`src/hdl/cgms_pkg.sv`:
```
`timescale 1ns / 1ps
`default_nettype none
// ---------------------------------------------------------------------------
// cgms_pkg
// Shared register indexes and the control bundle passed down the cell row.
// ---------------------------------------------------------------------------
package cgms_pkg;

  // Configuration register indexes
  localparam int unsigned CfgIdxWidth = 2;
  typedef enum logic [CfgIdxWidth-1:0] {
    REG_THRESHOLD  = 2'd0,
    REG_SUBTRAHEND = 2'd1,
    REG_MODULUS    = 2'd2
  } reg_idx_t;

  // Per-beat control that rides alongside the datapath
  typedef struct packed {
    logic valid;
    logic last;
    logic above;
  } ctl_t;

endpackage
`default_nettype wire

```
`src/hdl/cgms_cell.sv`:
```
`timescale 1ns / 1ps
`default_nettype none
// ---------------------------------------------------------------------------
// cgms_cell
// One restoring remainder step: shifts in one coefficient bit and
// subtracts the modulus when the partial remainder reaches it.
// ---------------------------------------------------------------------------
module cgms_cell
  import cgms_pkg::*;
#(
  parameter int unsigned DATA_WIDTH = 64,
  parameter int unsigned BIT_IDX    = 0
) (
  input  wire                   clk,
  input  wire                   rst_n,
  input  wire  [DATA_WIDTH-1:0] modulus,
  input  ctl_t                  ctl_i,
  input  wire  [DATA_WIDTH-1:0] rem_i,
  input  wire  [DATA_WIDTH-1:0] op_i,
  output ctl_t                  ctl_o,
  output logic [DATA_WIDTH-1:0] rem_o,
  output logic [DATA_WIDTH-1:0] op_o
);

  localparam int unsigned OpBit = DATA_WIDTH - 1 - BIT_IDX;

  ctl_t                  ctl_r;
  logic [DATA_WIDTH-1:0] rem_r, rem_nxt;
  logic [DATA_WIDTH-1:0] op_r;
  logic [DATA_WIDTH:0]   shifted;

  // compare and conditional subtract; the difference is below the modulus,
  // so the low bits carry it exactly
  always_comb begin
    shifted = {rem_i, op_i[OpBit]};
    if (shifted >= {1'b0, modulus}) begin
      rem_nxt = shifted[DATA_WIDTH-1:0] - modulus;
    end else begin
      rem_nxt = shifted[DATA_WIDTH-1:0];
    end
  end

  // control register
  always_ff @(posedge clk) begin
    if (!rst_n) begin
      ctl_r <= '0;
    end else begin
      ctl_r <= ctl_i;
    end
  end

  // payload registers
  always_ff @(posedge clk) begin
    rem_r <= rem_nxt;
    op_r  <= op_i;
  end

  assign ctl_o = ctl_r;
  assign rem_o = rem_r;
  assign op_o  = op_r;

  a_valid_moves: assert property (@(posedge clk) disable iff (!rst_n)
    ctl_i.valid |=> ctl_o.valid) else $error("cell dropped a beat");
  a_no_spurious: assert property (@(posedge clk) disable iff (!rst_n)
    !ctl_i.valid |=> !ctl_o.valid) else $error("cell invented a beat");

endmodule
`default_nettype wire

```
`config.mk`:
```
export PLATFORM = sky130hd
export DESIGN_NAME = cgms_cell
export DESIGN_NICKNAME = d
export VERILOG_FILES = /design/src/hdl/cgms_pkg.sv /design/src/hdl/cgms_cell.sv
export SDC_FILE = /design/constraint.sdc
export NUM_CORES = 1
export LEC_CHECK = 0
export CORE_AREA = 2 2 127 129
export DETAILED_ROUTE_END_ITERATION = 10
export DIE_AREA = 0 0 129 131
export DONT_BUFFER_PORTS = 1
export PLACE_DENSITY = 0.7
export SKIP_CTS_REPAIR_TIMING = 1
export SYNTH_ARGS = -nofsm -noshare
export SYNTH_HDL_FRONTEND = slang
export SYNTH_SLANG_ARGS = --single-unit
```
`constraint.sdc`:
```
create_clock -name clk -period 2.7 [get_ports clk]
set_input_delay 0.135 -clock clk [delete_from_list [all_inputs] [get_ports clk]]
set_output_delay 0.135 -clock clk [all_outputs]
set_load 0.02 [all_outputs]
```
### After elaboration in Yosys (flattened, before gate mapping)

Index checks and enable logic that the tools add are counted.

| word-level totals | value |
|---|---|
| input port bits | 197 |
| output and inout bits | 131 |
| flip-flop bits (word level) | 131 |

| cells by class | value |
|---|---|
| multiplexer cells | 1 |
| order comparisons | 1 |
| $add $sub $neg | 1 |

Operators by type and width:

| cell | count |
|---|---|
| $ge A65 B64 Y1 | 1 |
| $mux W64 | 1 |
| $sub A64 B64 Y64 | 1 |

### Logic depth before layout (Yosys ltp)

Gate-level depths: netlist of the first run.

| depth | value |
|---|---|
| depth after elaboration | 2 |
| depth in mapped cells | 14 |
| gate-level depth less buffers | 14 |

### Worst setup path before layout of the first run

No wires, ideal clock.

| path | value |
|---|---|
| path kind | input -> register |
| start | in op_i[63] |
| end | reg rem_r[58] (netlist: rem_o[58]) |
| path slack | -0.013 ns |
| arrival | 2.594 ns |
| library setup time | 0.119 ns |
| cell stages on the path | 14 |
| data required time | 2.581 ns |
| cell sequence | inv_1 -> ha_1 -> inv_1 -> fa_1 -> a211oi_1 -> o211ai_1 -> a31oi_1 -> nor2_1 -> o21ai_1 -> a21oi_1 -> nor3_2 -> o21bai_1 -> a2111o_1 -> o221a_2 |

| between the ends | value |
|---|---|
| word-level cells in the longest chain between the ends | 2 |

RTL lines:

| item | line | RTL |
|---|---|---|
| start, declared | cgms_cell.sv:19 | `input wire [DATA_WIDTH-1:0] op_i,` |
| $sub A64 B64 Y64 or $ge A65 B64 Y1 (tied branches) | cgms_cell.sv:37, cgms_cell.sv:36 |  |
| $mux W64 * | cgms_cell.sv:36 | `if (shifted >= {1'b0, modulus}) begin` |
| net rem_nxt[58] | cgms_cell.sv:28 | `logic [DATA_WIDTH-1:0] rem_r, rem_nxt;` |
| end signal, assigned | cgms_cell.sv:54 | `rem_r <= rem_nxt;` |
| end, declared | cgms_cell.sv:28 |  |

Mark *: on every way through the listed nets, which the timed path passes. The rest lies on a longest branch.
A chain may end at the register's enable or synchronous reset.

### Worst setup path after layout of the first run

| path | value |
|---|---|
| start | in modulus[36] |
| end | reg rem_r[42] (netlist: rem_o[42]) |

| between the ends | value |
|---|---|
| word-level cells in the longest chain between the ends | 2 |

RTL lines:

| item | line | RTL |
|---|---|---|
| start, declared | cgms_cell.sv:16 | `input wire [DATA_WIDTH-1:0] modulus,` |
| $sub A64 B64 Y64 or $ge A65 B64 Y1 (tied branches) | cgms_cell.sv:37, cgms_cell.sv:36 |  |
| $mux W64 * | cgms_cell.sv:36 |  |
| net rem_nxt[42] | cgms_cell.sv:28 |  |

Marked as above.

==> impl_metrics.csv, run 1 <==
group,metric,value,unit
run_status,run_status,"complete, but fails checks",
run_status,violations,"negative hold slack",
setup_path,crit_path_start_kind,"input port",
die,rows,46,
synth,ys_ff_latch,131,
worst_hold_path,hold-path-endpoint,"rem_o[1]",
cells_and_area,layout-drive-gt1-share,0.1618,
cells_and_area,layout.nets,1436,
cts,cts_buffer_depth,2,
cts,clock_sinks,131,
die,initial_utilization,0.4815,
sta,fin_setup_tns,0,ns
sta,hold-worst-slack,-0.1740,ns
power_and_ir_drop,p_leak,4.947,nW
place,port_buffers,0,
setup_path,required,3.00,ns
cts,clk_pin_slew,0.06,ns
grt,grt_max_degree,37,
setup_path,crit_top_cell,"buf_4",
cts,cts_tree,"done",
sta,rsz0062_at_grt,"no",
sta,tightest_slew,0.4981,ns
detailed_routing,vias,7631,
worst_hold_path,worstHoldPathType,"input port to flop",
cells_and_area,syn2layout_area_growth,40.95,%
cells_and_area,most-common-layout-cells,"buf_4, dfxtp_1, dlygate4sd3_1",
synth,synth_seq_area_share,0.3492,
place,hpwlAfterDp,19510,um
setup_path,path_cells,"inv_1, ha_2, nand4_4, nor3_4, inv_2, nor4_2, buf_4, o211ai_1, nand2_2, a21oi_4, o31a_2, buf_4, nor4_1, nor3_1",
synth,async_reset_ff_frac,0,
cells_and_area,antenna_cells,0,
die,io_pins,328,
detailed_routing,routedWlPerCell,18.58,um
power_and_ir_drop,power_density,622.9,nW/um2
setup_path,critPathTopFamily,"simple AND/OR/NAND/NOR gates",
die,die_h,131,um
die,die-area,16900,um2
setup_path,crit_fanout,7,
synth,yosys.area_share.xor_xnor,0.06298,
worst_hold_path,hold_start,"rem_i[0]",
sta,hold_violations,1,
detailed_routing,drt-initial-drc-count,452,
cells_and_area,fillers,1239,
cts,cts_buffers,17,
synth,synth_compound_area_frac,0.2413,
cells_and_area,layout_commonest_cell,"buf_4",
grt,antenna_found_initial,0,
synth,synth-edff-count,0,
grt,gr-usage-all-layers,0.2659,
synth,ys.flop_type,"dfxtp_1",
place,routabilityCongestion,0.9405,
grt,grt_pass1_wl,34170,um
synth,synthCells,925,
die,coreArea,15600,um2
setup_path,cp_slowest_cell,"o31a_2",
synth,yosys.area_share.adder,0.1093,
synth,synth_cell_types,66,
sta,period_share,0.9258,
synth,synth_nets,1187,
synth,syn_avg_cell_area,8.119,um2
synth,syn_area,7510,um2
sta,setup_viol,0,
synth,synth_mux_area_frac,0.001333,
detailed_routing,drc,0,
setup_path,criticalPathCategory,"input port to flop",
detailed_routing,routed_via_density,5.439,
grt,grt_pass1_vias,6671,
worst_hold_path,holdPathStages,2,
setup_path,crit_path_end_kind,"flop",
die,chipWidth,129,um
cts,htree_num_levels,4,
power_and_ir_drop,peakVddDrop,0.4258,mV
detailed_routing,postRouteAntennaNets,0,
detailed_routing,first_pass_iters,5,
setup_path,worst-path-buf-inv,4,
grt,gr-total-overflow,0,
power_and_ir_drop,power,6.593,mW
setup_path,critPathMaxStageDelay,0.44,ns
synth,ys_warn_count,0,
sta,fin_crit,2.500,ns
detailed_routing,wirelength,26060,um
run,max_cap_violations,0,
sta,maxSlewHeadroom,0.6627,
synth,synth_top_family_by_area,"compound AO/OA/AOI/OAI gates",
sta,drv_slew,0,
cts,cts_root_buf,"clkbuf_16",
sta,max_freq,0.4001,GHz
setup_path,cp.arrival,2.80,ns
synth,yosys.area_share.simple,0.1679,
==> state kept, by name, indices dropped and copies added (netlist names) <==
register and flops:
ctl_o 3, op_o 64, rem_o 64
==> how the worst max path moves through the flow <==
stage,from,to,slack (ns),cells after the start
2_1_floorplan,op_i[63],rem_o[58],0.03,14
3_3_place_gp,modulus[20],rem_o[53],-0.29,14
3_5_place_dp,modulus[20],rem_o[53],-0.36,14
4_1_cts,modulus[20],rem_o[53],0.03,14
5_1_grt,modulus[16],rem_o[53],0.003,12
6_report,modulus[36],rem_o[42],0.20,14
==> area by class of cell <==
type                    count  area (um2)  area share
clock buffers              17       425.4     0.04019
clock inverters            15       141.4     0.01336
inverters                  87       326.6     0.03085
multi-input cells         669        4397      0.4154
flip-flops and latches    131        2623      0.2478
well taps                 216       270.3     0.02553
repair buffers            268        2402      0.2269
==> power by group <==
| part | switching [mW] | leakage (nW) | internal [mW] |
|---|---|---|---|
| logic | 0.870 | 3.56 | 0.851 |
| registers | 0.456 | 1.10 | 2.20 |
| clock network | 1.00 | 0.277 | 1.22 |
| total | 2.33 | 4.95 | 4.26 |
==> routing by layer <==
metal | GRT usage | wire [um] | up-vias
met1 | 0.2898 | 10220 | 3527
met4 | 0.1157 | 646 | 0
met3 | 0.07003 | 1776 | 48
met5 | 0 | 0 | -
met2 | 0.4871 | 13420 | 323
li1 | - | - | 3733
==> cell usage after synthesis, drive strengths merged, types with 3 or more instances <==
library cell  count  area (um2)
xnor2            34       297.8
o31ai             6       58.81
and2             10       62.56
nand3            17       85.08
or3               3       23.77
and3              3       18.77
buf              23       127.6
a21o             35       262.8
nor4              6       37.54
a211oi           11       82.58
a21boi            4       30.03
clkbuf           15       56.30
nor2             84       315.3
dfxtp           131        2623
o31a              3       27.53
o21bai           17       127.6
o41ai             4       61.32
nor2b             9       56.30
ha               64       800.8
nand2b            4       25.02
a21oi           120       611.8
inv              87       326.6
nand4            22       152.7
nor3             16       101.4
o211ai            4       30.03
or4               3       22.52
a31oi             6       37.54
o21ai            52       260.3
nand2            78       295.3
o21a              5       37.54
xor2             20       175.2
==> cell families (layout without fill, tap and decap cells) <==
group           after synthesis  in the layout
fa+ha+maj                    65             65
mux                           1              1
xor+xnor                     54             54
flops                       131            131
compound gates              286            286
buf+inv                     125            387
simple gates                263            263
==> per-stage QoR <==
step / std cells / setup WS (ns) / utilization / hold WS, ns / instance area (um2)
6_report: 1403 / 0.2004 / 0.6786 / -0.1740 / 10590
5_1_grt: 1403 / 0.003183 / 0.6786 / -0.1636 / 10590
4_1_cts: 1272 / 0.02888 / 0.5933 / -0.2831 / 9254
3_5_place_dp: 1240 / -0.3646 / 0.5570 / 0.1628 / 8687
3_3_place_gp: 1240 / -0.2900 / 0.5570 / 0.1628 / 8687
2_1_floorplan: 925 / 0.03337 / - / 0.1627 / 7510
(Power assumes the default switching activity.)
==> inputs of run 2 (changes only) <==
Settings changed: CORE_AREA 2 2 127 129 to 2 2 126 128, DIE_AREA 0 0 129 131 to 0 0 128 130, PLACE_DENSITY 0.7 to 0.71.
==> run 2 against run 1 <==
  * The run still ends with negative hold slack left
  * Via count increased by 2.0%
  * Count of clock-buffer cells in the layout increased by 1
  * Final cell count increased by 0.36%
  * Total power increased by 1.5%
  * Critical path type unchanged
  * Largest cell class unchanged
==> impl_metrics.csv, run 2 (synthesis results as in run 1) <==
group,metric,value,unit
setup_path,crit_fanout,7,
sta,fin_crit,2.563,ns
sta,setup_viol,0,
sta,tightest_slew,0.6880,ns
grt,grt_pass1_wl,35490,um
cts,cts_tree,"done",
grt,gr-total-overflow,0,
setup_path,cp.arrival,2.86,ns
cells_and_area,seq_area,2623,um2
place,hpwlAfterDp,19590,um
cells_and_area,stdcell_area,10810,um2
place,dpl_cell_area,8832,um2
die,die-area,16640,um2
cells_and_area,fin_cells,1408,
grt,antenna_found_initial,1,
detailed_routing,drt-initial-drc-count,504,
place,port_buffers,0,
detailed_routing,vias,7785,
place,routabilityCongestion,0.9522,
run_status,run_status,"complete, but fails checks",
setup_path,required,3.00,ns
die,rows,46,
power_and_ir_drop,power_density,618.8,nW/um2
sta,hold-worst-slack,-0.01969,ns
cells_and_area,fillers,1166,
sta,hold_violations,1,
cells_and_area,fin_util,0.7010,
grt,grt_max_degree,25,
run,max_cap_violations,0,
setup_path,path_cells,"inv_1, ha_1, nand4_4, nor3_4, inv_2, nor4_2, buf_4, o211ai_1, nand2_2, a21oi_4, buf_4, o31a_2, a2111oi_1, a211oi_1",
setup_path,cp_slowest_cell,"a2111oi_1",
cts,cts_buffer_depth,2,
detailed_routing,routedWlPerCell,18.88,um
power_and_ir_drop,peakVddDrop,0.4671,mV
die,initial_utilization,0.4869,
cells_and_area,antenna_cells,0,
die,coreArea,15420,um2
sta,drv_slew,0,
cts,clk_pin_slew,0.06,ns
cts,clock_sinks,131,
detailed_routing,drc,0,
cells_and_area,layout.nets,1465,
setup_path,crit_top_cell,"buf_4",
setup_path,crit_path_start_kind,"input port",
sta,maxSlewHeadroom,0.5365,
die,io_pins,328,
grt,grt_pass1_vias,6866,
cells_and_area,syn2layout_area_growth,43.99,%
worst_hold_path,worstHoldPathType,"input port to flop",
sta,rsz0062_at_grt,"no",
grt,gr-usage-all-layers,0.2759,
detailed_routing,routed_via_density,5.529,
place,dpl.cell_count,1241,
die,die_h,130,um
cts,cts_buffers,17,
run_status,violations,"negative hold slack",
cells_and_area,most-common-layout-cells,"buf_4, dlygate4sd3_1, dfxtp_1",
setup_path,crit_path_end_kind,"flop",
cells_and_area,layout-drive-gt1-share,0.1867,
setup_path,critPathMaxStageDelay,0.43,ns
die,chipWidth,128,um
sta,period_share,0.9494,
cts,cts_root_buf,"clkbuf_16",
cts,htree_num_levels,4,
setup_path,criticalPathCategory,"input port to flop",
detailed_routing,postRouteAntennaNets,0,
sta,max_freq,0.3901,GHz
cells_and_area,layout_commonest_cell,"buf_4",
power_and_ir_drop,power,6.691,mW
power_and_ir_drop,p_leak,5.087,nW
detailed_routing,wirelength,26580,um
detailed_routing,first_pass_iters,6,
cells_and_area,multi_input_area,4438,um2
[run 2: cell types whose count changed in the layout (fill, tap and decap cells not counted), moves of 2 or more]
cell and change:
a211oi_1 -2, a211oi_2 +2, buf_4 +29, nor4_1 -2, nor4_2 +2
[run 2: area by class of cell]
class | instances | share of cell area
multi-input cells | 669 | 0.4104
well taps | 192 | 0.02222
repair buffers | 297 | 0.2414
flip-flops and latches | 131 | 0.2425
clock buffers | 18 | 0.04062
clock inverters | 14 | 0.01261
inverters | 87 | 0.03020
[run 2: path summary, 6_finish.rpt]
path	start	to	slack, ns	cells after the start
worst min-delay path	rem_i[0]	rem_o[1]	-0.02	3
worst max-delay path	modulus[34]	rem_o[63]	0.14	14
[run 2: per-layer routing]
layer  vias up  wire, um  global-route usage
li1       3780         -                   -
met5         -        13                   0
met1      3556     10510              0.3085
met4         2       890              0.1170
met3        74      1808             0.07011
met2       373     13360              0.4998
[run 2: through the flow]
stage / hold slack (ns) / TNS, ns / setup slack (ns)
after floorplan: 0.1627 / 0 / 0.03337
after global placement: 0.1628 / -25.16 / -0.4617
after detailed placement: 0.1628 / -28.05 / -0.5382
after CTS: -0.2799 / -3.189 / -0.1088
after global routing: 0.005990 / 0 / 0.004631
final: -0.01969 / 0 / 0.1366
[run 2: where the power goes]
group | internal, mW | leakage, nW | switching (mW) | total, mW
combinational | 0.891 | 3.70 | 0.888 | 1.78
clock | 1.24 | 0.281 | 1.02 | 2.26
sequential | 2.20 | 1.10 | 0.456 | 2.65
[run 2: critical path: cells and delay by family]
kind / cells / cell delay (ns)
AND/OR/NAND/NOR: 4 / 0.82
adder cells (fa/ha/maj): 1 / 0.37
buffers and inverters: 4 / 0.39
AO/OA/AOI/OAI: 5 / 1.13
==> inputs of run 3 (changes only) <==
Settings changed: PLACE_DENSITY 0.71 to 0.68.
Clock period 2.7 ns to 2.9 ns, I/O delays scaled along.
==> run 3 against run 2 <==
  * The run still ends with negative hold slack left
  * Die area unchanged
  * Via count down 6.4%
  * Critical path depth unchanged
  * Setup slack gained 0.26 ns
  * Critical path type unchanged
  * Critical endpoint is now rem_o[58]
  * Highest routed layer is now met4
==> impl_metrics.csv, run 3 (synthesis results as in run 1) <==
group,metric,value,unit
sta,hold_violations,1,
detailed_routing,routedWlPerCell,18.59,um
sta,drv_slew,0,
setup_path,crit_fanout,3,
grt,antenna_found_initial,0,
die,die-area,16640,um2
cts,cts_tree,"done",
cells_and_area,layout.nets,1386,
setup_path,cp_slowest_cell,"a2111o_1",
sta,maxSlewHeadroom,0.5350,
detailed_routing,drc,0,
detailed_routing,drt-initial-drc-count,335,
sta,setup_viol,0,
cts,clk_pin_slew,0.06,ns
sta,max_freq,0.3989,GHz
die,rows,46,
cts,htree_num_levels,4,
grt,gr-usage-all-layers,0.2642,
sta,hold-worst-slack,-0.005557,ns
setup_path,crit_path_end_kind,"flop",
power_and_ir_drop,p_leak,4.720,nW
place,hpwlAfterDp,18710,um
sta,rsz0062_at_grt,"no",
power_and_ir_drop,power,6.183,mW
die,die_h,130,um
detailed_routing,wirelength,24690,um
cells_and_area,syn2layout_area_growth,35.70,%
cells_and_area,layout-drive-gt1-share,0.1197,
detailed_routing,routed_via_density,5.488,
cts,cts_buffer_depth,2,
die,coreArea,15420,um2
die,chipWidth,128,um
cells_and_area,stdcell_area,10190,um2
setup_path,cp.arrival,2.82,ns
grt,gr-total-overflow,0,
sta,fin_setup_tns,0,ns
cells_and_area,most-common-layout-cells,"dlygate4sd3_1, dfxtp_1, a21oi_1",
run_status,run_status,"complete, but fails checks",
place,port_buffers,0,
die,io_pins,328,
cts,clock_sinks,131,
setup_path,critPathMaxStageDelay,0.42,ns
detailed_routing,first_pass_iters,5,
grt,grt_max_degree,37,
place,routabilityCongestion,0.8983,
cells_and_area,antenna_cells,0,
cts,cts_buffers,17,
place,dpl_cell_area,8262,um2
cells_and_area,layout_commonest_cell,"dlygate4sd3_1",
sta,tightest_slew,0.6903,ns
sta,period_share,0.8645,
sta,fin_crit,2.507,ns
cts,cts_root_buf,"clkbuf_16",
setup_path,crit_top_cell,"inv_1",
worst_hold_path,worstHoldPathType,"input port to flop",
detailed_routing,postRouteAntennaNets,0,
setup_path,path_cells,"inv_1, ha_1, inv_1, fa_1, a211oi_1, o211ai_1, a31oi_1, nor2_1, o21ai_1, a21oi_1, nor3_2, o21bai_1, a2111o_1, o221a_2",
grt,grt_pass1_wl,34110,um
run_status,violations,"negative hold slack",
die,initial_utilization,0.4869,
detailed_routing,vias,7288,
grt,grt_pass1_vias,6618,
power_and_ir_drop,peakVddDrop,0.3843,mV
cells_and_area,fin_util,0.6607,
setup_path,crit_path_start_kind,"input port",
power_and_ir_drop,power_density,606.7,nW/um2
run,max_cap_violations,0,
setup_path,required,3.21,ns
setup_path,criticalPathCategory,"input port to flop",
## run 3: cell count changes in the layout (fill, tap and decap cells not counted), sizes merged
cell / previous run / this run
inv: 95 / 89
bufinv: 0 / 3
buf: 165 / 86
clkbuf: 18 / 17
clkinv: 5 / 8
## run 3: per-stage QoR
step,instances,worst slack [ns]
floorplan,925,0.1769
global placement,1165,-0.0006828
detailed placement,1165,-0.03044
CTS,1196,0.3986
global route,1328,0.07773
finish,1328,0.3930
## run 3: power breakdown
part	total [mW]	switching [mW]	internal, mW	leakage [nW]
clock	2.24	0.875	1.36	0.297
combinational	1.48	0.766	0.712	3.32
sequential	2.47	0.422	2.05	1.10
total	6.18	2.06	4.12	4.72
## run 3: area by class of cell
| type | instances | area, um2 |
|---|---|---|
| clock buffer | 17 | 425.4 |
| clock inverter | 14 | 182.7 |
| fill | 1307 | 5234 |
| inverter | 87 | 326.6 |
| multi-input combinational | 669 | 4377 |
| sequential | 131 | 2623 |
| tap | 192 | 240.2 |
| timing repair buffer | 218 | 2017 |
## run 3: path summary, 6_finish.rpt
| path | from | end | slack [ns] | depth (start not counted) |
|---|---|---|---|---|
| max | op_i[63] | rem_o[58] | 0.39 | 14 |
| min | rem_i[0] | rem_o[1] | -0.006 | 3 |
## run 3: routing by layer
layer | vias up | part of all wire | global-route usage
met5 | - | 0 | 0
met4 | 0 | 0.031 | 0.1047
met3 | 56 | 0.066 | 0.07257
met2 | 284 | 0.50 | 0.4665
met1 | 3328 | 0.40 | 0.3048
li1 | 3620 | - | -
## run 3: worst max-delay path: cells and delay by family
family,cells,cell delay (ns)
AO/OA/AOI/OAI,8,1.71
buffers and inverters,2,0.10
adder cells (fa/ha/maj),2,0.55
AND/OR/NAND/NOR,2,0.32
