**src/hdl/cgms_pkg.sv**
```systemverilog
`timescale 1ns / 1ps
`default_nettype none
// ---------------------------------------------------------------------------
// cgms_pkg
// Shared register indexes and the control bundle passed down the cell row.
// ---------------------------------------------------------------------------
package cgms_pkg;

  // Configuration register indexes
  localparam int unsigned CfgIdxWidth = 2;
  typedef enum logic [CfgIdxWidth-1:0] {
    REG_THRESHOLD  = 2'd0,
    REG_SUBTRAHEND = 2'd1,
    REG_MODULUS    = 2'd2
  } reg_idx_t;

  // Per-beat control that rides alongside the datapath
  typedef struct packed {
    logic valid;
    logic last;
    logic above;
  } ctl_t;

endpackage
`default_nettype wire

```
**src/hdl/cgms_finish.sv**
```systemverilog
`timescale 1ns / 1ps
`default_nettype none
// ---------------------------------------------------------------------------
// cgms_finish
// Final stage: gated wrapping subtraction and setting check, registered.
// ---------------------------------------------------------------------------
module cgms_finish
  import cgms_pkg::*;
#(
  parameter int unsigned DATA_WIDTH = 64
) (
  input  wire                   clk,
  input  wire                   rst_n,
  input  wire  [DATA_WIDTH-1:0] subtrahend,
  input  wire  [DATA_WIDTH-1:0] modulus,
  input  ctl_t                  ctl_i,
  input  wire  [DATA_WIDTH-1:0] red_i,
  output logic                  valid_o,
  output logic [DATA_WIDTH-1:0] result_o,
  output logic                  last_o,
  output logic                  fault_o
);

  logic                  valid_r;
  logic [DATA_WIDTH-1:0] result_r, result_nxt;
  logic                  last_r;
  logic                  fault_r;

  // wrap by the modulus when the reduced value is below the subtrahend
  always_comb begin
    if (!ctl_i.above) begin
      result_nxt = red_i;
    end else if (red_i < subtrahend) begin
      result_nxt = red_i + modulus - subtrahend;
    end else begin
      result_nxt = red_i - subtrahend;
    end
  end

  always_ff @(posedge clk) begin
    if (!rst_n) begin
      valid_r <= 1'b0;
    end else begin
      valid_r <= ctl_i.valid;
    end
  end

  always_ff @(posedge clk) begin
    result_r <= result_nxt;
    last_r   <= ctl_i.last;
    fault_r  <= (subtrahend >= modulus);
  end

  assign valid_o  = valid_r;
  assign result_o = result_r;
  assign last_o   = last_r;
  assign fault_o  = fault_r;

  a_beat_out: assert property (@(posedge clk) disable iff (!rst_n)
    ctl_i.valid |=> valid_o) else $error("final stage dropped a beat");
  a_beat_none: assert property (@(posedge clk) disable iff (!rst_n)
    !ctl_i.valid |=> !valid_o) else $error("final stage invented a beat");

endmodule
`default_nettype wire

```
**config.mk**
```make
export PLATFORM = sky130hd
export DESIGN_NAME = cgms_finish
export DESIGN_NICKNAME = d
export VERILOG_FILES = /design/src/hdl/cgms_pkg.sv /design/src/hdl/cgms_finish.sv
export SDC_FILE = /design/constraint.sdc
export NUM_CORES = 1
export LEC_CHECK = 0
export ABC_CLOCK_PERIOD_IN_PS = 8300
export BUFFER_PORTS_ARGS = -buffer_cell sky130_fd_sc_hd__clkbuf_2
export CAP_MARGIN = 20
export CORE_MARGIN = 10
export CORE_UTILIZATION = 45
export CTS_BUF_LIST = sky130_fd_sc_hd__clkbuf_4
export CTS_CLUSTER_SIZE = 28
export DETAILED_ROUTE_END_ITERATION = 10
export PLACE_DENSITY = 0.67
export SETUP_SLACK_MARGIN = 0.1
export SLEW_MARGIN = 20
export SYNTH_ARGS = -nofsm -noshare
export SYNTH_HDL_FRONTEND = slang
export SYNTH_SLANG_ARGS = --single-unit
```
**constraint.sdc**
```tcl
create_clock -name clk -period 8.3 [get_ports clk]
set_clock_uncertainty 0.05 [all_clocks]
set_input_delay 2.49 -clock clk [delete_from_list [all_inputs] [get_ports clk]]
set_output_delay 2.49 -clock clk [all_outputs]
set_load 0.1 [all_outputs]
```
# Word-level counts from Yosys, hierarchy flattened
# Cells that the tools add are included.
[totals]
register_bits = 67
inputBits = 197
out_inout_bits = 67
elab_cells = 11
[classes]
n_addsub = 3
magnitude_cmp = 2
n_mux = 2
[ops]
columns = ["operator", "count"]
rows = [
  ["64-bit 2-to-1 mux", 2],
  ["64-bit subtractor", 2],
  ["64-bit adder", 1],
  ["64-bit greater-or-equal comparator", 1],
  ["64-bit less-than comparator", 1],
]

# Depth between registers and ports, before layout
# Gate-level depths: netlist of run 1.
[depth]
depth_word = 4
mapped_depth = 15
depth_no_buf = 15

# Worst setup path after synthesis of run 1
# OpenSTA, ideal clock, no wires.
[synth_path]
path_type = "in2reg"
from = "input modulus[33]"
to = "register result_r[55], in the netlist result_o[55]"
setup_time_ps = 78
arrival_ps = 5630
t_required_ps = 8172
slack_ps = 2542
cell_stages = 14
path_buffers = 1
cell_sequence = "inv_1 fa_1 inv_1 ha_1 clkbuf_2 nand4_2 or4_4 nor4_4 a2111oi_2 or2_4 o31ai_4 nand2b_1 a211o_1 a32oi_1"
[synth_via]
elab_chain_len = 4
[synth_rtl]
columns = ["item", "line_no", "source"]
rows = [
  ["start: declaration", "cgms_finish.sv:15", "input wire [DATA_WIDTH-1:0] modulus,"],
  ["64-bit adder", "cgms_finish.sv:34", "result_nxt = red_i + modulus - subtrahend;"],
  ["64-bit subtractor", "cgms_finish.sv:34", ""],
  ["64-bit 2-to-1 mux", "cgms_finish.sv:33", "end else if (red_i < subtrahend) begin"],
  ["64-bit 2-to-1 mux", "cgms_finish.sv:31", "if (!ctl_i.above) begin"],
  ["net result_nxt[55]", "cgms_finish.sv:25", "logic [DATA_WIDTH-1:0] result_r, result_nxt;"],
  ["end signal: assignment", "cgms_finish.sv:49", "result_r <= result_nxt;"],
  ["end: declaration", "cgms_finish.sv:25", ""],
]
# The timed path passes the listed nets, and every way through them passes these cells.
# A chain may end at the register's enable or synchronous reset.

# Final worst setup path of run 1
[layout_path]
from = "input subtrahend[55]"
to = "register result_r[36], in the netlist result_o[36]"
[layout_via]
elab_chain_len = 3
[layout_rtl]
columns = ["item", "line_no", "source"]
rows = [
  ["start: declaration", "cgms_finish.sv:14", "input wire [DATA_WIDTH-1:0] subtrahend,"],
  ["64-bit less-than comparator", "cgms_finish.sv:33", ""],
  ["64-bit 2-to-1 mux", "cgms_finish.sv:33", ""],
  ["64-bit 2-to-1 mux", "cgms_finish.sv:31", ""],
  ["net result_nxt[36]", "cgms_finish.sv:25", ""],
]
# The timed path passes the listed nets, and every way through them passes these cells.

==> results of run 1 <==
## worst paths after layout
kind            to  slack [ps]  cells after the start
max   result_o[36]        1650                     11
min         last_o        1980                      1
## flip-flops by register name, indices dropped and copies added, names as in the netlist
name      cells
valid_o       1
fault_o       1
result_o     64
last_o        1
## power by group
group | switching, mW | total [mW] | internal (mW)
logic | 1.54 | 2.19 | 0.648
registers | 0.0258 | 0.417 | 0.392
clock network | 0.179 | 0.245 | 0.0664
total | 1.75 | 2.85 | 1.11
## stage by stage
step	total power, mW	setup slack [ps]	hold WS (ps)	util
6_report	2.85	1650	1980	0.510
5_1_grt	3.03	1570	1960	0.510
4_1_cts	2.83	1860	1940	0.510
3_5_place_dp	2.57	1260	2540	0.507
3_3_place_gp	2.58	1180	2540	0.507
2_1_floorplan	2.05	2540	2470	-
## layer usage
layer,track usage,vias up
li1,-,7467
met1,0.374,7439
met2,0.432,628
met3,0.0331,67
met4,0.0671,0
met5,0,-
## final cells by class
type	count	area (sq um)
inverter	355	1330
multi-input combinational	1561	12000
fill	3315	16100
clock inverter	5	30.0
timing repair buffer	270	1370
sequential	67	1340
clock buffer	11	82.6
antenna	1	2.50
tap	442	553
## cell usage in the layout (no fill, tap or decap), types with 13 or more instances in the layout
master | netlist | final
a211oi_1 | 18 | 18
nand3_1 | 38 | 38
nor3_1 | 24 | 24
clkbuf_2 | 1 | 262
o211ai_1 | 37 | 37
fa_1 | 64 | 64
ha_1 | 254 | 254
o21ai_0 | 125 | 125
nand2b_1 | 19 | 19
xor2_1 | 41 | 41
a31oi_1 | 21 | 21
nand2_1 | 144 | 144
inv_1 | 355 | 355
or3_1 | 13 | 13
o21bai_1 | 37 | 37
nand4_1 | 50 | 50
xnor2_1 | 67 | 67
a21oi_1 | 207 | 207
o21a_1 | 17 | 16
dfxtp_1 | 67 | 67
a21o_1 | 91 | 91
nor4_1 | 13 | 13
nor2_1 | 115 | 115
## cell families after synthesis
group                      count (synthesis)  share of synthesized area
AOI/OAI and AO/OA                        652                      0.279
and+or+nand+nor                          470                      0.151
buffers and inverters                    425                      0.113
adders and majority gates                318                      0.296
xor gates and xnor gates                 108                     0.0629
DFF                                       67                     0.0892
muxes                                     13                    0.00890
==> summary.txt, run 1 <==
Synthesis
  • Post-Syn Nets: 2568
  • Yosys top cell area share: 0.211
  • Count of mapped cells out of synthesis: 2053
  • Number of flops mapped to enable cells by yosys: 0
  • Post-Syn Area per Cell: 7.33 sq um
  • Async SR Flop Fraction: 0
  • Top-count cell post-synth: inv_1
  • Area leader, netlist: ha_1
  • Mapped Area: about 15000 sq um
  • Sequential fraction of the synthesis area: 0.0892
  • FF+latch count, synth: 67
  • Synth area leaders: ha_1 (21%), dfxtp_1 (8.9%), inv_1 (8.9%), fa_1 (8.5%), a21oi_1 (6.9%)
  • Most instantiated cells after synthesis: inv_1 (355), ha_1 (254), a21oi_1 (207), nand2_1 (144), o21ai_0 (125)
  • Top FF cell, synth: dfxtp_1
  • Synth cell types: between 80 and 90
  • Ys Warns: 0

Timing
  • Fin Setup TNS: 0 ps
  • F_max: ~150 MHz
  • Crit share post-route: 0.801
  • Crit path time final: about 6600 ps
  • Final Setup Violations: 0
  • Slew Limit Fails: 0
  • Final hold viol count: 0
  • Slew at the pin closest to its max-slew limit: between 1000 and 1500 ps
  • RSZ-0062 raised after global routing: no
  • Slew HR: 0.327

Floorplan
  • Row cnt: 66
  • Area of the core: roughly 33000 sq um
  • Boundary Pins: 264
  • Horiz. Die Dim: 203 um
  • Die height: between 200 and 250 um
  • Die ar.: just over 40000 sq um
  • Initial core utilization: 0.459

Layout
  • Fin nets: roughly 2800
  • Non-filler instance count after layout: around 2700
  • Layout cells sized above 1: 0.141
  • Design Area, Final: 16700 sq um
  • Area growth syn-to-layout: 11.2%

Worst hold path
  • Hold Path Origin: ctl_i[1]
  • Hold Crit Class: in2reg

Global routing
  • Gr ovfl total: 0
  • First-pass GRT wire length: 88500 um
  • Total GRT Usage: 0.269
  • Antenna violations before repair: 3
  • Largest net degree at the start of global routing: 58
  • Vias in the first global route: 15600

Setup path
  • Crit path from: subtrahend[55]
  • CP peak stage delay: ~860 ps
  • Critical Path End Type: flip-flop
  • CP startpoint kind: input pin
  • Top delay family on crit path: compound AO/OA/AOI/OAI gates
  • Worst Path Buf+Inv: 2
  • WP data required: 8700 ps
  • CP arrival: 7050 ps
  • CP max FO: 32
  • Critical path class: in2reg
  • Crit-path slowest cell: o21a_2
  • Cell Chain, Critical Path: clkbuf_2 > inv_1 > ha_1 > a21oi_1 > o21ai_0 > nor4_1 > o221a_1 > a21o_1 > o21a_2 > nand2_1 > o221ai_1

Placed design
  • Placed cells: between 2000 and 3000
  • Dpl cell area: approximately 17000 sq um
  • Post-DP HPWL: between 40000 and 50000 um
  • Final Wtd Congestion: slightly below 1
  • PortBufs: 263

Drt
  • DR pass1 iterations: 5
  • Average wire per standard cell: roughly 21 um
  • DR iter-0 viols: 1300
  • Detail Route Antenna Nets: 0
  • Vias: around 16000
  • DRT Wirelength: 57000 um
  • Wire length on met3: around 3900 um
  • Met2 WL: approximately 26000 um
  • Routed metal-1 wirelength: approximately 27000 um
  • DRC errors left: 0
  • Max Used Layer: met4
  • Via-per-instance ratio: about 5.8

Power and ir drop
  • VDD IR max: 113 uV
  • Power Dens Cells: about 170 nW/um^2
  • Pleak: approximately 8.9 nW

Clocking
  • Clock root cell: clkbuf_4
  • Max H-tree Level: 3
  • Hold_buf cts: 0
  • Resize count post-CTS: 0
  • CTS tree: yes
  • Num Clock Sinks: 67
  • Maximum clock insertion buffer count: 2
  • Setup bufs post-CTS: 0
  • Total CTS buffers: 9
  • Reg clk slew, reported paths: roughly 150 ps

Run
  • MaxCap Viol Count: 0

Status
  • Outcome: finished, final reports clean
Note: power is estimated with default switching activity, not from simulation.
==> run 2: changes to the inputs <==
--- a/config.mk
+++ b/config.mk
@@ -5,7 +5,7 @@
 export SDC_FILE = /design/constraint.sdc
 export NUM_CORES = 1
 export LEC_CHECK = 0
-export ABC_CLOCK_PERIOD_IN_PS = 8300
+export ABC_CLOCK_PERIOD_IN_PS = 6500
 export BUFFER_PORTS_ARGS = -buffer_cell sky130_fd_sc_hd__clkbuf_2
 export CAP_MARGIN = 20
 export CORE_MARGIN = 10
==> constraint.sdc (replaced) <==
create_clock -name clk -period 6.5 [get_ports clk]
set_clock_uncertainty 0.05 [all_clocks]
set_input_delay 1.95 -clock clk [delete_from_list [all_inputs] [get_ports clk]]
set_output_delay 1.95 -clock clk [all_outputs]
set_load 0.1 [all_outputs]
==> summary.txt, run 2 (synthesis results as in run 1) <==
Power and ir drop
  • Pleak: ~9 nW
  • Pwr Total: roughly 3.7 mW
  • Power Dens Cells: between 200 and 250 nW/um^2
  • Sw frac: 0.602
  • Internal: 1.46 mW
  • NetSw: ~2.2 mW
  • Flop pwr share: 0.146
  • Combinational Power Share: 0.760
  • Clock Power Share: 0.093
  • VDD IR max: about 130 uV

Timing
  • Crit path time final: just under 6000 ps
  • Fin worst setup slack: 691 ps
  • Slew at the pin closest to its max-slew limit: roughly 1100 ps
  • Slew HR: 0.264
  • Crit share post-route: 0.894
  • Hold_ws: roughly 1400 ps
  • Final hold viol count: 0
  • F_max: 172 MHz
  • Slew Limit Fails: 0
  • Fin Setup TNS: 0 ps
  • Final Setup Violations: 0
  • RSZ-0062 raised after global routing: no

Clocking
  • Num Clock Sinks: 67
  • Total CTS buffers: 9
  • Reg clk slew, reported paths: between 100 and 150 ps
  • Max H-tree Level: 3
  • Hold_buf cts: 0
  • Setup bufs post-CTS: 0
  • Resize count post-CTS: 0
  • Maximum clock insertion buffer count: 2
  • Clock root cell: clkbuf_4
  • CTS tree: yes

Setup path
  • CP startpoint kind: input pin
  • CP most frequent cell: inv_1
  • Crit-path slowest cell: a2111oi_0
  • CP peak stage delay: a little under 800 ps
  • Cell Chain, Critical Path: clkbuf_2 > inv_1 > fa_1 > inv_1 > ha_1 > nand4_1 > a2111oi_0 > o2111a_1 > a211o_2 > a41oi_1 > o21bai_1 > a31oi_1 > xnor2_1 > mux2i_1 > nor3_1
  • CP max FO: 8
  • CP arrival: approximately 6200 ps
  • WP data required: 6900 ps
  • Critical path class: in2reg
  • Critical Path End Type: flip-flop

Floorplan
  • Horiz. Die Dim: 203 um
  • Initial core utilization: 0.459
  • Boundary Pins: around 260
  • Die ar.: roughly 41000 sq um
  • Area of the core: 32800 sq um
  • Row cnt: 66
  • Die height: 203 um

Placed design
  • Dpl cell area: approximately 17000 sq um
  • Post-DP HPWL: approximately 48000 um
  • PortBufs: approximately 260
  • Placed cells: 2704
  • Pre-CTS WS: approximately 160 ps
  • Final Wtd Congestion: ~0.95

Layout
  • Max FFs per register: 64
  • Area growth syn-to-layout: 11.8%
  • Commonest non-fill, non-tap cell in the layout: inv_1
  • Design Area, Final: around 17000 sq um
  • Layout cells sized above 1: 0.143
  • Fin nets: 2788
  • Final core occ: 0.513
  • Commonest cells after routing, fill and taps aside: inv_1 (355), clkbuf_2 (262), ha_1 (254)
  • Non-filler instance count after layout: roughly 2700

Global routing
  • Largest net degree at the start of global routing: 64
  • First-pass GRT wire length: approximately 87000 um
  • Antenna violations before repair: 2
  • Total GRT Usage: 0.262
  • Gr ovfl total: 0
  • Vias in the first global route: about 15000

Drt
  • DRC errors left: 0
  • Vias: between 15000 and 20000
  • DR iter-0 viols: 1500
  • DR pass1 iterations: 6
  • Detail Route Antenna Nets: 0
  • DRT Wirelength: around 56000 um
  • Via-per-instance ratio: around 5.7
  • Average wire per standard cell: 20.5 um

Worst hold path
  • Hold Crit Class: in2reg

Status
  • Outcome: finished, final reports clean

Run
  • MaxCap Viol Count: 0
## run 2: cell count changes in the layout (fill, tap and decap cells not counted), sizes merged
cell	change
diode	+1
clkinvlp	-1
clkinv	-1
bufinv	+1
buf	+9
## run 2: worst paths after layout
| path | cells after the start | start | end | slack, ps |
|---|---|---|---|---|
| worst max-delay path | 15 | modulus[14] | result_o[63] | 690 |
| worst min-delay path | 1 | ctl_i[1] | last_o | 1450 |
## run 2: layout make-up
class,instances,area (sq um)
multi-input cells,1561,12000
inverters,355,1330
diodes,2,5.00
repair buffers,279,1450
clock inverters,4,42.5
clock buffers,11,82.6
fillers,3337,16000
well taps,442,553
flip-flops and latches,67,1340
## run 2: routing by layer
layer | vias to the layer above | part of all wire | track usage
met4 | 0 | 0.024 | 0.0773
met2 | 695 | 0.44 | 0.419
met1 | 7271 | 0.46 | 0.357
li1 | 7491 | - | -
met3 | 75 | 0.077 | 0.0403
met5 | - | 0 | 0
## run 2: power by group through the flow
stage | Sequential [mW] | Combinational [mW] | Clock [mW]
6_report | 0.535 | 2.78 | 0.342
5_1_grt | 0.542 | 2.99 | 0.359
4_1_cts | 0.536 | 2.75 | 0.348
3_5_place_dp | 0.546 | 2.74 | 0
3_3_place_gp | 0.544 | 2.73 | 0
2_1_floorplan | 1.18 | 1.43 | 0
## run 2: critical path, delay by kind of cell
family / cells / cell delay (ps)
xor+xnor: 1 / 230
simple gates: 2 / 220
compound gates: 6 / 2440
fa+ha+maj: 2 / 940
buf+inv: 3 / 190
mux: 1 / 210
==> run 3: changes to the inputs <==
--- a/config.mk
+++ b/config.mk
@@ -13,7 +13,7 @@
 export CTS_BUF_LIST = sky130_fd_sc_hd__clkbuf_4
 export CTS_CLUSTER_SIZE = 28
 export DETAILED_ROUTE_END_ITERATION = 10
-export PLACE_DENSITY = 0.67
+export PLACE_DENSITY_LB_ADDON = 0.05
 export SETUP_SLACK_MARGIN = 0.1
 export SLEW_MARGIN = 20
 export SYNTH_ARGS = -nofsm -noshare
==> summary.txt, run 3 (synthesis results as in run 1) <==
Placed design
  • Dpl cell area: ~17000 sq um
  • Final Wtd Congestion: 0.946
  • PortBufs: 263
  • Post-DP HPWL: about 48000 um

Clocking
  • Clock root cell: clkbuf_4
  • CTS tree: yes
  • Max H-tree Level: 3
  • Hold_buf cts: 0
  • Total CTS buffers: 9
  • Reg clk slew, reported paths: 140 ps
  • Setup bufs post-CTS: 0
  • Resize count post-CTS: 0
  • Maximum clock insertion buffer count: 2
  • Num Clock Sinks: 67

Timing
  • Final hold viol count: 0
  • Slew at the pin closest to its max-slew limit: roughly 900 ps
  • Slew Limit Fails: 0
  • Slew HR: 0.387
  • Fin Setup TNS: 0 ps
  • F_max: around 170 MHz
  • RSZ-0062 raised after global routing: no
  • Hold_ws: between 1000 and 1500 ps
  • Crit share post-route: 0.891
  • Crit path time final: just under 6000 ps
  • Final Setup Violations: 0

Floorplan
  • Horiz. Die Dim: 203 um
  • Die height: between 200 and 250 um
  • Area of the core: 32800 sq um
  • Boundary Pins: 264
  • Die ar.: roughly 41000 sq um
  • Row cnt: 66
  • Initial core utilization: 0.459

Drt
  • DR iter-0 viols: 1445
  • DRT Wirelength: roughly 56000 um
  • Average wire per standard cell: approximately 20 um
  • Via-per-instance ratio: around 5.6
  • Vias: between 15000 and 20000
  • DR pass1 iterations: 7
  • Detail Route Antenna Nets: 0
  • DRC errors left: 0

Layout
  • Design Area, Final: approximately 17000 sq um
  • Commonest cells after routing, fill and taps aside: inv_1 (355), clkbuf_2 (262), ha_1 (254)
  • Final core occ: 0.515
  • Layout cells sized above 1: 0.145
  • Commonest non-fill, non-tap cell in the layout: inv_1
  • Fin nets: 2793
  • Max FFs per register: 64
  • Area growth syn-to-layout: 12.2%

Setup path
  • Top delay family on crit path: compound AO/OA/AOI/OAI gates
  • Critical Path End Type: flip-flop
  • CP max FO: 8
  • CP arrival: just over 6000 ps
  • Critical path class: in2reg
  • Worst Path Buf+Inv: 3
  • CP Depth: 15
  • Crit-path slowest cell: a2111oi_0
  • WP data required: roughly 6900 ps
  • CP peak stage delay: around 730 ps
  • CP startpoint kind: input pin
  • CP most frequent cell: inv_1
  • Cell Chain, Critical Path: clkbuf_2 > inv_1 > fa_1 > inv_1 > ha_1 > nand4_1 > a2111oi_0 > o2111a_1 > a211o_2 > a41oi_1 > o21bai_1 > a31oi_1 > xnor2_1 > mux2i_1 > nor3_1

Global routing
  • Largest net degree at the start of global routing: slightly below 60
  • Vias in the first global route: 15000
  • Total GRT Usage: 0.262
  • First-pass GRT wire length: ~85000 um
  • Gr ovfl total: 0
  • Antenna violations before repair: 2

Status
  • Outcome: finished, final reports clean

Power and ir drop
  • Pwr Total: roughly 3.7 mW
  • Power Dens Cells: around 220 nW/um^2
  • VDD IR max: 143 uV
  • Pleak: approximately 9.0 nW

Run
  • MaxCap Viol Count: 0

Worst hold path
  • Hold Crit Class: in2reg
  • Hold Path Depth: 1
  • WHS Endpoint: last_o
  • Hold Path Origin: ctl_i[1]
==> run 3: stage by stage <==
step           setup WS [ps]  std cells
6_report                 708       2726
5_1_grt                  419       2726
4_1_cts                  769       2725
3_5_place_dp             159       2709
3_3_place_gp             171       2709
2_1_floorplan           1280       2053
==> run 3: power by group <==
part	switching (mW)	leakage, nW	total (mW)	internal [mW]
combinational	1.96	8.37	2.80	0.840
sequential	0.0343	0.565	0.535	0.500
clock	0.209	0.0741	0.335	0.126
total	2.20	9.01	3.67	1.47
==> run 3: worst max path at each step <==
stage / from / end
after floorplan: modulus[33] / result_o[55]
after global placement: modulus[14] / result_o[63]
after detailed placement: modulus[14] / result_o[63]
after CTS: modulus[14] / result_o[63]
after global routing: modulus[13] / result_o[43]
final: modulus[14] / result_o[63]
==> run 3: layout make-up <==
class                   count  area, sq um
clock buffers              12         90.1
diodes                      1         2.50
clock inverters             4         41.3
repair buffers            284         1500
well taps                 442          553
inverters                 355         1330
flip-flops and latches     67         1340
multi-input cells        1561        12000
fillers                  3374        15900
==> run 3: per-layer routing <==
metal | GRT usage | vias up | wire length [um]
met2 | 0.406 | 558 | 24200
met4 | 0.0682 | 0 | 998
met1 | 0.369 | 7173 | 26500
met5 | 0 | - | 0
met3 | 0.0388 | 53 | 3940
li1 | - | 7492 | -
